File: config.mk
export PLATFORM = sky130hd
export DESIGN_NAME = valve_command_ack_handshake
export DESIGN_NICKNAME = d
export VERILOG_FILES = /design/src/sv/vcah_pkg.sv /design/src/sv/valve_command_ack_handshake.sv /design/src/sv/vcah_front.sv /design/src/sv/vcah_queue.sv /design/src/sv/vcah_back.sv
export SDC_FILE = /design/constraint.sdc
export NUM_CORES = 1
export LEC_CHECK = 0
export BUFFER_PORTS_ARGS = -buffer_cell sky130_fd_sc_hd__clkbuf_2
export CAP_MARGIN = 30
export CORE_UTILIZATION = 50
export DETAILED_ROUTE_END_ITERATION = 16
export HOLD_SLACK_MARGIN = 0.03
export PLACE_DENSITY = 0.73
export RECOVER_POWER = 100
export SLEW_MARGIN = 0
export SYNTH_ARGS = -nofsm -noshare
export SYNTH_HDL_FRONTEND = slang
export SYNTH_HIERARCHICAL = 1
export SYNTH_SLANG_ARGS = --single-unit
File: constraint.sdc
create_clock -name clk -period 4.51 [get_ports clk]
set_input_delay 1.1275 -clock clk [delete_from_list [all_inputs] [get_ports clk]]
set_output_delay 1.1275 -clock clk [all_outputs]
set_load 0.05 [all_outputs]
File: src/sv/vcah_pkg.sv
// ----------------------------------------------------------------------------
// vcah_pkg: shared types and constants of the valve command link
// Byte codes, valve state codes, queue sizing and the request formats
// passed between the front, the queue and the back.
// ----------------------------------------------------------------------------
package vcah_pkg;

  // node role: 1 = vent node, 0 = other node
  localparam logic VENT_NODE = 1'b1;

  // valve state codes
  typedef enum logic [1:0] {
    ST_NOTHING = 2'd0,
    ST_OPEN    = 2'd1,
    ST_CLOSED  = 2'd2
  } valve_st_t;

  // link bytes
  localparam logic [7:0] BYTE_VENT_OPEN  = 8'h7B; // '{'
  localparam logic [7:0] BYTE_VENT_CLOSE = 8'h7D; // '}'
  localparam logic [7:0] BYTE_ALT_OPEN   = 8'h5B; // '['
  localparam logic [7:0] BYTE_ALT_CLOSE  = 8'h5D; // ']'
  localparam logic [7:0] BYTE_ACK        = 8'h3A; // ':'
  localparam logic [7:0] BYTE_NACK       = 8'h3B; // ';'

  localparam logic [7:0] OPEN_BYTE  = VENT_NODE ? BYTE_VENT_OPEN  : BYTE_ALT_OPEN;
  localparam logic [7:0] CLOSE_BYTE = VENT_NODE ? BYTE_VENT_CLOSE : BYTE_ALT_CLOSE;

  localparam valve_st_t RESET_STATE = VENT_NODE ? ST_OPEN : ST_NOTHING;

  // configuration
  localparam logic [15:0] ACK_INTERVAL_RESET = 16'd500;
  localparam int          CFG_AW             = 3;
  localparam logic        REG_ACK_INTERVAL   = 1'b0;

  // front to back queue
  localparam int QDEPTH = 4;
  localparam int QPW    = $clog2(QDEPTH);
  localparam int QCW    = $clog2(QDEPTH + 1);

  // one classified request for the back
  typedef struct packed {
    logic       send;     // emit ack request (two results)
    logic [7:0] cmd;      // command byte of the ack request
    valve_st_t  applied;  // applied state after the request
  } job_t;

  // one result on the output side
  typedef struct packed {
    logic [7:0] tx_byte;
    logic       tx_valid;
    logic       last;
    logic       drive_open;
    logic       drive_close;
    valve_st_t  valve_state;
  } res_t;

endpackage

File: src/sv/valve_command_ack_handshake.sv
// ----------------------------------------------------------------------------
// valve_command_ack_handshake: slave side of the valve command link
// Accepts received bytes and millisecond ticks, drives the valve and
// produces ack request bytes.
// ----------------------------------------------------------------------------
// One request is accepted per clock while full is low; its decode and state
// update finish in that cycle and a job goes into a four-entry queue. The
// output register delivers one result per cycle while pop is high: one for a
// plain request, two (ack header, then command byte) when an ack request goes
// out, so the sustained rate is then one request per cycle when none sends.
// With the queue and the output stage empty, the first result of a request
// is written to the queue and then to the output register before it is on
// the result ports. ack_interval sits at byte address 0 of the APB port.
module valve_command_ack_handshake (
  input  logic                         clk,
  input  logic                         rst_n,
  input  logic                         push,
  output logic                         full,
  input  logic                         in_action,
  input  logic [7:0]                   in_rx_byte,
  output logic                         empty,
  input  logic                         pop,
  output logic [7:0]                   out_tx_byte,
  output logic                         out_tx_valid,
  output logic                         out_last,
  output logic                         out_drive_open,
  output logic                         out_drive_close,
  output logic [1:0]                   out_valve_state,
  input  logic                         psel,
  input  logic                         penable,
  input  logic                         pwrite,
  input  logic [vcah_pkg::CFG_AW-1:0]  paddr,
  input  logic [31:0]                  pwdata,
  output logic [31:0]                  prdata,
  output logic                         pready
);
  import vcah_pkg::*;

  logic [15:0] ack_interval_r;
  logic        accept;
  logic        cfg_wr;
  job_t        front_job;
  job_t        q_job;
  logic        q_empty;
  logic        q_rd;
  res_t        res;

  // configuration register
  assign pready = 1'b1;
  assign cfg_wr = psel && penable && pwrite && pready;
  assign prdata = (paddr[2] == REG_ACK_INTERVAL) ? {16'd0, ack_interval_r} : 32'd0;

  always_ff @(posedge clk) begin
    if (!rst_n) begin
      ack_interval_r <= ACK_INTERVAL_RESET;
    end else if (cfg_wr && paddr[2] == REG_ACK_INTERVAL) begin
      ack_interval_r <= pwdata[15:0];
    end
  end

  assign accept = push && !full;

  vcah_front u_front (
    .clk          (clk),
    .rst_n        (rst_n),
    .accept       (accept),
    .action       (in_action),
    .rx_byte      (in_rx_byte),
    .ack_interval (ack_interval_r),
    .job          (front_job)
  );

  vcah_queue u_queue (
    .clk     (clk),
    .rst_n   (rst_n),
    .wr_en   (accept),
    .wr_job  (front_job),
    .q_full  (full),
    .rd_en   (q_rd),
    .rd_job  (q_job),
    .q_empty (q_empty)
  );

  vcah_back u_back (
    .clk     (clk),
    .rst_n   (rst_n),
    .q_empty (q_empty),
    .q_job   (q_job),
    .q_rd    (q_rd),
    .pop     (pop),
    .empty   (empty),
    .res     (res)
  );

  // result ports
  assign out_tx_byte     = res.tx_byte;
  assign out_tx_valid    = res.tx_valid;
  assign out_last        = res.last;
  assign out_drive_open  = res.drive_open;
  assign out_drive_close = res.drive_close;
  assign out_valve_state = res.valve_state;

  // both bridge wires never driven together
  a_drive_excl: assert property (@(posedge clk) disable iff (!rst_n)
    !empty |-> !(out_drive_open && out_drive_close))
    else $error("both drive wires high");

  // ack header is always followed by its command byte
  a_ack_pair: assert property (@(posedge clk) disable iff (!rst_n)
    (pop && !empty && out_tx_valid && !out_last) |=> (!empty && out_tx_valid && out_last))
    else $error("ack header not followed by command byte");

  // a full queue means the output stage holds a job
  a_full_busy: assert property (@(posedge clk) disable iff (!rst_n)
    full |-> !empty)
    else $error("queue full with idle output stage");

  // header byte carries the ack code
  a_header_byte: assert property (@(posedge clk) disable iff (!rst_n)
    (!empty && out_tx_valid && !out_last) |-> (out_tx_byte == BYTE_ACK))
    else $error("bad ack header byte");

endmodule

File: src/sv/vcah_front.sv
// ----------------------------------------------------------------------------
// vcah_front: request intake and command decode
// Tracks requested/applied valve state, the ack handshake and the tick
// counter; classifies each request into a job for the back.
// ----------------------------------------------------------------------------
module vcah_front (
  input  logic               clk,
  input  logic               rst_n,
  input  logic               accept,
  input  logic               action,
  input  logic [7:0]         rx_byte,
  input  logic [15:0]        ack_interval,
  output vcah_pkg::job_t     job
);
  import vcah_pkg::*;

  logic      ack_waiting_r, ack_waiting_nxt;
  valve_st_t applied_r, applied_nxt;
  valve_st_t requested_r, requested_nxt;
  logic [15:0] ticks_r, ticks_nxt;

  // next state and classification of the current request
  always_comb begin
    logic      aw;
    valve_st_t ap;
    valve_st_t rq;
    logic [15:0] tk;
    valve_st_t want;
    logic      is_cmd;
    logic      send;
    logic [7:0] cmd;
    aw     = ack_waiting_r;
    ap     = applied_r;
    rq     = requested_r;
    tk     = ticks_r;
    want   = ST_NOTHING;
    is_cmd = 1'b0;
    send   = 1'b0;
    cmd    = 8'd0;
    if (action) begin
      if (tk != 16'hFFFF) tk = tk + 16'd1;
    end else begin
      priority if (rx_byte == OPEN_BYTE) begin
        want   = ST_OPEN;
        is_cmd = 1'b1;
      end else if (rx_byte == CLOSE_BYTE) begin
        want   = ST_CLOSED;
        is_cmd = 1'b1;
      end else if (rx_byte == BYTE_ACK) begin
        aw = 1'b1;
      end else if (rx_byte == BYTE_NACK) begin
        aw = 1'b0;
        rq = ap;
      end
    end
    // command handling, with or without a pending ack header
    if (is_cmd) begin
      if (aw) begin
        if (rq == want) ap = want;
        else rq = ap;
        aw = 1'b0;
      end else begin
        rq = want;
      end
    end
    // ack request check
    if (rq != ap && tk >= ack_interval) begin
      if (rq == ST_OPEN) begin
        send = 1'b1;
        cmd  = OPEN_BYTE;
      end else if (rq == ST_CLOSED) begin
        send = 1'b1;
        cmd  = CLOSE_BYTE;
      end
    end
    if (send) tk = 16'd0;
    ack_waiting_nxt = aw;
    applied_nxt     = ap;
    requested_nxt   = rq;
    ticks_nxt       = tk;
    job.send        = send;
    job.cmd         = cmd;
    job.applied     = ap;
  end

  // link state
  always_ff @(posedge clk) begin
    if (!rst_n) begin
      ack_waiting_r <= 1'b0;
      applied_r     <= RESET_STATE;
      requested_r   <= RESET_STATE;
      ticks_r       <= 16'd0;
    end else if (accept) begin
      ack_waiting_r <= ack_waiting_nxt;
      applied_r     <= applied_nxt;
      requested_r   <= requested_nxt;
      ticks_r       <= ticks_nxt;
    end
  end

endmodule

File: src/sv/vcah_queue.sv
// ----------------------------------------------------------------------------
// vcah_queue: job queue between front and back
// Small register queue so intake and result delivery stall independently.
// ----------------------------------------------------------------------------
module vcah_queue (
  input  logic           clk,
  input  logic           rst_n,
  input  logic           wr_en,
  input  vcah_pkg::job_t wr_job,
  output logic           q_full,
  input  logic           rd_en,
  output vcah_pkg::job_t rd_job,
  output logic           q_empty
);
  import vcah_pkg::*;

  job_t              mem_r [QDEPTH];
  logic [QPW-1:0]    wr_ptr_r, rd_ptr_r;
  logic [QCW-1:0]    count_r;

  assign q_full  = (count_r == QCW'(QDEPTH));
  assign q_empty = (count_r == '0);
  assign rd_job  = mem_r[rd_ptr_r];

  // storage
  always_ff @(posedge clk) begin
    if (wr_en) mem_r[wr_ptr_r] <= wr_job;
  end

  // pointers and fill count
  always_ff @(posedge clk) begin
    if (!rst_n) begin
      wr_ptr_r <= '0;
      rd_ptr_r <= '0;
      count_r  <= '0;
    end else begin
      if (wr_en) wr_ptr_r <= (wr_ptr_r == QPW'(QDEPTH - 1)) ? '0 : wr_ptr_r + 1'b1;
      if (rd_en) rd_ptr_r <= (rd_ptr_r == QPW'(QDEPTH - 1)) ? '0 : rd_ptr_r + 1'b1;
      unique case ({wr_en, rd_en})
        2'b10:   count_r <= count_r + 1'b1;
        2'b01:   count_r <= count_r - 1'b1;
        default: count_r <= count_r;
      endcase
    end
  end

endmodule

File: src/sv/vcah_back.sv
// ----------------------------------------------------------------------------
// vcah_back: result sequencer
// Holds one job in its output register and turns it into one result, or
// into the ack header and command byte of an ack request.
// ----------------------------------------------------------------------------
module vcah_back (
  input  logic           clk,
  input  logic           rst_n,
  input  logic           q_empty,
  input  vcah_pkg::job_t q_job,
  output logic           q_rd,
  input  logic           pop,
  output logic           empty,
  output vcah_pkg::res_t res
);
  import vcah_pkg::*;

  job_t cur_r;
  logic cur_valid_r;
  logic phase_r;       // 1 = second result of an ack request
  logic last_beat;
  logic load;

  assign empty     = !cur_valid_r;
  assign last_beat = !cur_r.send || phase_r;
  assign load      = !cur_valid_r || (pop && last_beat);
  assign q_rd      = load && !q_empty;

  // result fields from the held job
  always_comb begin
    res.tx_valid    = cur_r.send;
    res.last        = last_beat;
    res.tx_byte     = !cur_r.send ? 8'd0 : (phase_r ? cur_r.cmd : BYTE_ACK);
    res.drive_open  = (cur_r.applied == ST_OPEN);
    res.drive_close = (cur_r.applied == ST_CLOSED);
    res.valve_state = cur_r.applied;
  end

  // job register
  always_ff @(posedge clk) begin
    if (q_rd) cur_r <= q_job;
  end

  // beat control
  always_ff @(posedge clk) begin
    if (!rst_n) begin
      cur_valid_r <= 1'b0;
      phase_r     <= 1'b0;
    end else if (load) begin
      cur_valid_r <= !q_empty;
      phase_r     <= 1'b0;
    end else if (pop) begin
      phase_r     <= 1'b1;
    end
  end

endmodule

Word level (Yosys, flattened, before mapping)
Memories as Yosys holds them, arrays and structs flattened. A register that Yosys moved wholly into a read port is not among the register bits.
Index checks and enable logic that the tools add are counted.
{"block": "word_totals", "wordCells": 91, "out_inout_bits": 49, "regBits": 46, "mem_count": 1, "mem_bits_rw": 44}
{"name": "u_queue.mem_r", "words": 4, "word_bits": 11, "read_ports": 1, "rd_ports_with_merged_regs": 1, "wr": 1, "line_no": "vcah_queue.sv:17", "source": "job_t mem_r [QDEPTH];"}
{"block": "classes", "magnitude_cmp": 1, "addsub": 5, "n_reduce_logical": 16, "n_eq_ne": 16, "mux": 40, "bitwise": 2}
{"cell": "16-bit 2-to-1 mux", "n": 4}
{"cell": "2-bit 2-to-1 mux", "n": 16}
{"cell": "8-bit 2-to-1 mux", "n": 4}
{"cell": "16-bit by 1-bit adder with 16-bit output, second input constant", "n": 1}
{"cell": "8-bit by 6-bit equality test with 1-bit output, second input constant", "n": 2}
{"cell": "8-bit by 7-bit equality test with 1-bit output, second input constant", "n": 2}
{"cell": "16-bit greater-or-equal comparator", "n": 1}
{"cell": "16-bit != test, second input constant", "n": 1}
{"cell": "1-bit 2-to-1 mux", "n": 14}
{"cell": "2-bit equality test, second input constant", "n": 5}
{"cell": "1-bit logical AND", "n": 7}
{"cell": "7-bit 2-to-1 mux", "n": 1}
{"cell": "2-bit by 1-bit equality test with 1-bit output, second input constant", "n": 3}
{"cell": "3-bit one-hot mux with 2 select lines", "n": 1}
{"cell": "2-bit by 1-bit adder with 2-bit output, second input constant", "n": 2}
{"cell": "1-bit zero test", "n": 4}
{"cell": "3-bit by 1-bit adder with 3-bit output, second input constant", "n": 1}
{"cell": "3-bit equality test, second input constant", "n": 1}
{"cell": "3-bit zero test", "n": 1}
{"cell": "3-bit by 1-bit subtractor with 3-bit output, second input constant", "n": 1}
{"cell": "2-bit equality test", "n": 1}
{"cell": "1-bit logical OR", "n": 2}
{"cell": "2-bit != test", "n": 1}
{"cell": "1-bit NOT", "n": 2}
{"cell": "2 further kinds", "n": 2}

Depth between registers and ports, before layout
{"block": "logic_depth", "depth_word": 15, "depth_mapped": 17, "ltp_nobuf": 16}

By module
Netlist, hierarchy kept.
{"mod": "vcah_front", "n_inst": 1, "cells_each": 271, "seq_area_each_um2": 420.4, "area_per_inst_um2": 2092.0}
{"mod": "vcah_queue", "n_inst": 1, "cells_each": 104, "seq_area_each_um2": 1501.4, "area_per_inst_um2": 2053.2}
{"mod": "valve_command_ack_handshake", "n_inst": 1, "cells_each": 107, "seq_area_each_um2": 320.3, "area_per_inst_um2": 943.4}
{"mod": "vcah_back", "n_inst": 1, "cells_each": 41, "seq_area_each_um2": 370.4, "area_per_inst_um2": 560.5}

Worst setup path after synthesis
OpenSTA, ideal clock, no wires.
{"block": "synth_timing", "path_type": "in2reg", "start": "input in_action", "end": "memory u_queue/mem_r[0][10] in the netlist's numbering (data pin)", "slack_ns": 0.850, "n_path_buf": 2, "arrival_ns": 3.406, "stages": 13, "path_cell_list": "o21ai_1 -> nor3_1 -> nand3_1 -> xnor2_1 -> ha_1 -> a21oi_1 -> nor2_1 -> a211oi_1 -> o21ai_0 -> nor3_1 -> a211oi_4 -> buf_6 -> buf_4"}
{"element": "start, declared", "line_no": "valve_command_ack_handshake.sv:19", "source": "input logic in_action,"}
{"element": "end, declared", "line_no": "vcah_queue.sv:17"}

Final worst setup path
{"block": "layout_timing", "start": "input in_action", "end": "register u_front.ticks_r[4]"}
{"block": "layout_via", "elab_chain_len": 10, "elab_cells_between_ends": 21, "classes_between": "1 x order compare; 4 x eq/ne; 15 x mux; 1 x reduce/logical"}
{"element": "2-bit 2-to-1 mux", "line_no": "vcah_front.sv:40", "source": "if (action) begin"}
{"element": "2-bit equality test", "line_no": "vcah_front.sv:59", "source": "if (rq == want) ap = want;"}
{"element": "2-bit 2-to-1 mux", "line_no": "vcah_front.sv:59"}
{"element": "2-bit 2-to-1 mux", "line_no": "vcah_front.sv:58", "source": "if (aw) begin"}
{"element": "2-bit 2-to-1 mux", "line_no": "vcah_front.sv:57", "source": "if (is_cmd) begin"}
{"element": "2-bit equality test", "line_no": "vcah_front.sv:71", "source": "end else if (rq == ST_CLOSED) begin"}
{"element": "1-bit 2-to-1 mux", "line_no": "vcah_front.sv:71"}
{"element": "1-bit 2-to-1 mux", "line_no": "vcah_front.sv:68", "source": "if (rq == ST_OPEN) begin"}
{"element": "1-bit 2-to-1 mux", "line_no": "vcah_front.sv:67", "source": "if (rq != ap && tk >= ack_interval) begin"}
{"element": "16-bit 2-to-1 mux (*)", "line_no": "vcah_front.sv:76", "source": "if (send) tk = 16'd0;"}
{"element": "end signal, assigned", "line_no": "vcah_front.sv:97", "source": "ticks_r <= ticks_nxt;"}
{"element": "end, declared", "line_no": "vcah_front.sv:20", "source": "logic [15:0] ticks_r, ticks_nxt;"}
Every way passes the cells marked *; elsewhere a longest branch is shown, timed or not.
A chain may end at the register's enable or synchronous reset.

==> metrics.yaml <==
drt:
  post_drt_wl_per_cell_um: 14.01
  drt_first_pass_iters: 4
  post-route-drc-count: 0
  vias: 3736
  detail-route-antenna-nets: 0
  drt_iter0_drc: 151
  vias_per_cell: 5.182
  wl_um: 10100
synth:
  syn_area_um2: 5649
  netlist_top_cells_count: "nand2_1, edfxtp_1, dfxtp_1"
  synth-seq-cells: 103
  synth.distinct_cells: 63
  yosysWarnings: 6
  synth_edf_count: 55
  synthFlopType: "edfxtp_1"
  synth_top_area_share_pct: 29.24
  synthCells: 523
  synth_area_leaders: "edfxtp_1, dfxtp_1, ha_1, nand2_1, mux2i_1"
  yosysMostFrequentCell: "nand2_1"
  yosysTopAreaCell: "edfxtp_1"
  synth_area_per_cell_um2: 10.80
  async_reset_ff_share_pct: 0
  ys_seq_area_share_pct: 46.25
timing:
  max_freq_ghz: 0.2506
  tns_ps: 0
  setup_viol: 0
  hold_violations: 0
  final-max-slew-violation-count: 51
  worst_clock_skew_ps: 8.936
  min_period_over_period_pct: 88.49
  min_period_ps: 3991
  slew_headroom_pct: -29.77
  worst_pin_slew_ps: 1947
  grt_setup_unrepaired: "no"
critical_path:
  crit_fanout: 19
  critPathSlowestCell: "a211oi_4"
  crit_type: "input pin to flop"
  cpPeakStageDelay_ps: 600
  critical_path_arrival_ps: 4170
  regToRegSetupSlack_ps: 590
  timing.rr.end: "u_front/ticks_r[4]"
  cp.required_ps: 4690
  r2r-start: "u_front/ticks_r[0]"
  path_cells: "clkbuf_1 -> inv_1 -> nor2_1 -> nand3_1 -> nor2_1 -> mux2_2 -> ha_1 -> nand4_1 -> nor4_1 -> o21ai_0 -> a21oi_1 -> nor3_1 -> a211oi_4 -> buf_4 -> a21oi_1"
  r2r_cells: 16
  critPathCaptureType: "flop"
  startpoint_type: "input pin"
status:
  violations: "max-capacitance violations, max-slew violations"
  outcome: "finished with violations"
clock_network:
  cts_max_level: 3
  cts-root-buf: "clkbuf_16"
  hold_buffers: 0
  clk_path_buf_depth: 2
  clock_latency_ps: 340
  cts_made_buffers: 9
  cts_setup_buffers: 0
  tritoncts: "done"
  clock_sinks: 103
  clk_pin_slew_ps: 80
grt:
  grt_overflow_total: 0
  grt_max_degree: 51
  antenna_found_initial: 0
  grt_first_pass_wirelength_um: 16770
  grt_pass1_vias: 3556
  grt_usage_pct: 18.36
placed_design:
  dpl.hpwl_um: 7220
  place.gp.congestion: 0.8551
  port_buffers: 64
floorplan:
  row_count: 38
  dieArea_um2: 11730
  initial_core_util_pct: 51.66
  core_area_um2: 10940
  die_w_um: 108.3
  ios: 100
  die_height_um: 108.3
cells_and_area:
  drive_gt1_share_pct: 14.46
  fin_nets: 653
  insertedDiodeCount: 0
  area_growth_syn_to_layout_pct: 8.571
min_path:
  hold_end: "ack_interval_r[3]"
  min-delay-start: "ack_interval_r[3]"
  whs_path_depth: 2
  hold_class: "flop to flop"
power:
  power_uw: 2670
  p_per_area_nw_per_um2: 435.3
  ir_drop_mv: 0.3540
  leakage_uw: 0.002407
job:
  drv_cap: 1
## how the worst max path moves through the flow
stage,from,end,slack [ps]
after global placement,in_action,u_front/ticks_r[1],230
after global routing,in_action,u_front/ticks_r[0],70
after floorplan,in_action,u_queue/mem_r[0][10],850
after CTS,u_front/ticks_r[0],u_front/ticks_r[1],500
final,in_action,u_front/ticks_r[4],520
after detailed placement,in_action,u_front/ticks_r[1],170
## per-stage QoR
stage	cells	hold slack, ps	setup WS, ps	area [µm²]	utilization, %
5_1_grt	721	504.7	68.80	6133	56.09
6_report	721	476.1	519.1	6133	56.09
3_5_place_dp	705	466.3	172.3	5934	54.27
3_3_place_gp	705	459.2	227.5	5934	54.27
4_1_cts	721	477.5	495.7	6232	56.99
2_1_floorplan	538	443.2	849.7	5705	-
## where the power goes
group	internal, µW	leakage (µW)	switching [µW]
registers	1140	0.000923	91.7
logic	224	0.00134	466
clock network	391	0.000143	359
## kinds of logic (layout without fill, tap and decap cells)
family / after synthesis / count (layout) / synth area share [%]
other: 3 / 18 / 0.1993
adders and majority gates: 26 / 26 / 5.891
muxes: 37 / 37 / 9.125
and+or+nand+nor: 195 / 195 / 19.36
DFF: 103 / 103 / 46.25
AOI/OAI and AO/OA: 59 / 59 / 8.106
buffers and inverters: 80 / 123 / 7.973
xor gates and xnor gates: 20 / 20 / 3.101
## timing repair
action / 4_1_cts / 5_1_grt
setup endpoints to repair: 0 / 1
gates resized for setup: 0 / 0
hold endpoints to repair: 0 / 0
## cell usage in the layout, fill, tap and decap left out, types with 3 or more instances in the layout
master / Yosys / routed
nand4_1: 5 / 5
xor2_1: 8 / 8
mux2_2: 3 / 3
nor4_1: 3 / 3
o21ai_0: 16 / 21
a21oi_1: 7 / 10
nand2_1: 72 / 72
mux2i_1: 23 / 23
and3_1: 8 / 8
inv_1: 37 / 37
clkbuf_1: 8 / 38
xnor2_1: 12 / 12
nor3_1: 3 / 4
and2_0: 0 / 6
dfxtp_1: 48 / 48
mux4_2: 10 / 10
nor2_1: 16 / 16
ha_1: 25 / 25
clkbuf_16: 0 / 9
a21boi_0: 5 / 5
nor2b_1: 34 / 34
edfxtp_1: 55 / 55
conb_1: 3 / 18
o211ai_1: 3 / 3
nand3_1: 12 / 12
and2b_2: 6 / 6
clkbuf_2: 0 / 30
o21a_1: 4 / 4
and2_1: 10 / 4
nand2b_1: 3 / 3
and3_2: 4 / 4
## state kept, by name, indices dropped and copies added (netlist names), named ones only
name                   cells
ack_interval_r            16
u_queue/mem_r             44
u_queue/rd_ptr_r           2
u_back/cur_r               8
u_queue/wr_ptr_r           2
u_back/phase_r             1
u_queue/count_r            3
u_front/ack_waiting_r      1
u_front/applied_r          2
u_front/requested_r        2
u_back/cur_valid_r         1
u_back/res                 3
u_front/ticks_r           16
## per-layer routing
| metal | GRT usage (%) | wire length, µm | vias up |
|---|---|---|---|
| li1 | - | - | 1879 |
| met1 | 22.76 | 4535 | 1773 |
| met2 | 32.76 | 5177 | 72 |
| met3 | 3.858 | 303 | 12 |
| met4 | 4.054 | 87 | 0 |
| met5 | 0 | 0 | - |
## worst max-delay path, delay by kind of cell
kind            cells  cell delay, ps
mux                 1             360
fa+ha+maj           1             290
compound gates      4             960
buf+inv             3             520
simple gates        6             910
## area by class of cell
type | count | area (µm²)
clock buffers | 9 | 225.2
clock inverters | 7 | 72.57
fillers | 968 | 4802
inverters | 37 | 138.9
multi-input cells | 355 | 2601
flip-flops and latches | 103 | 2613
well taps | 140 | 175.2
repair buffers | 70 | 307.8
No activity file was read; power rests on OpenSTA's default activity.
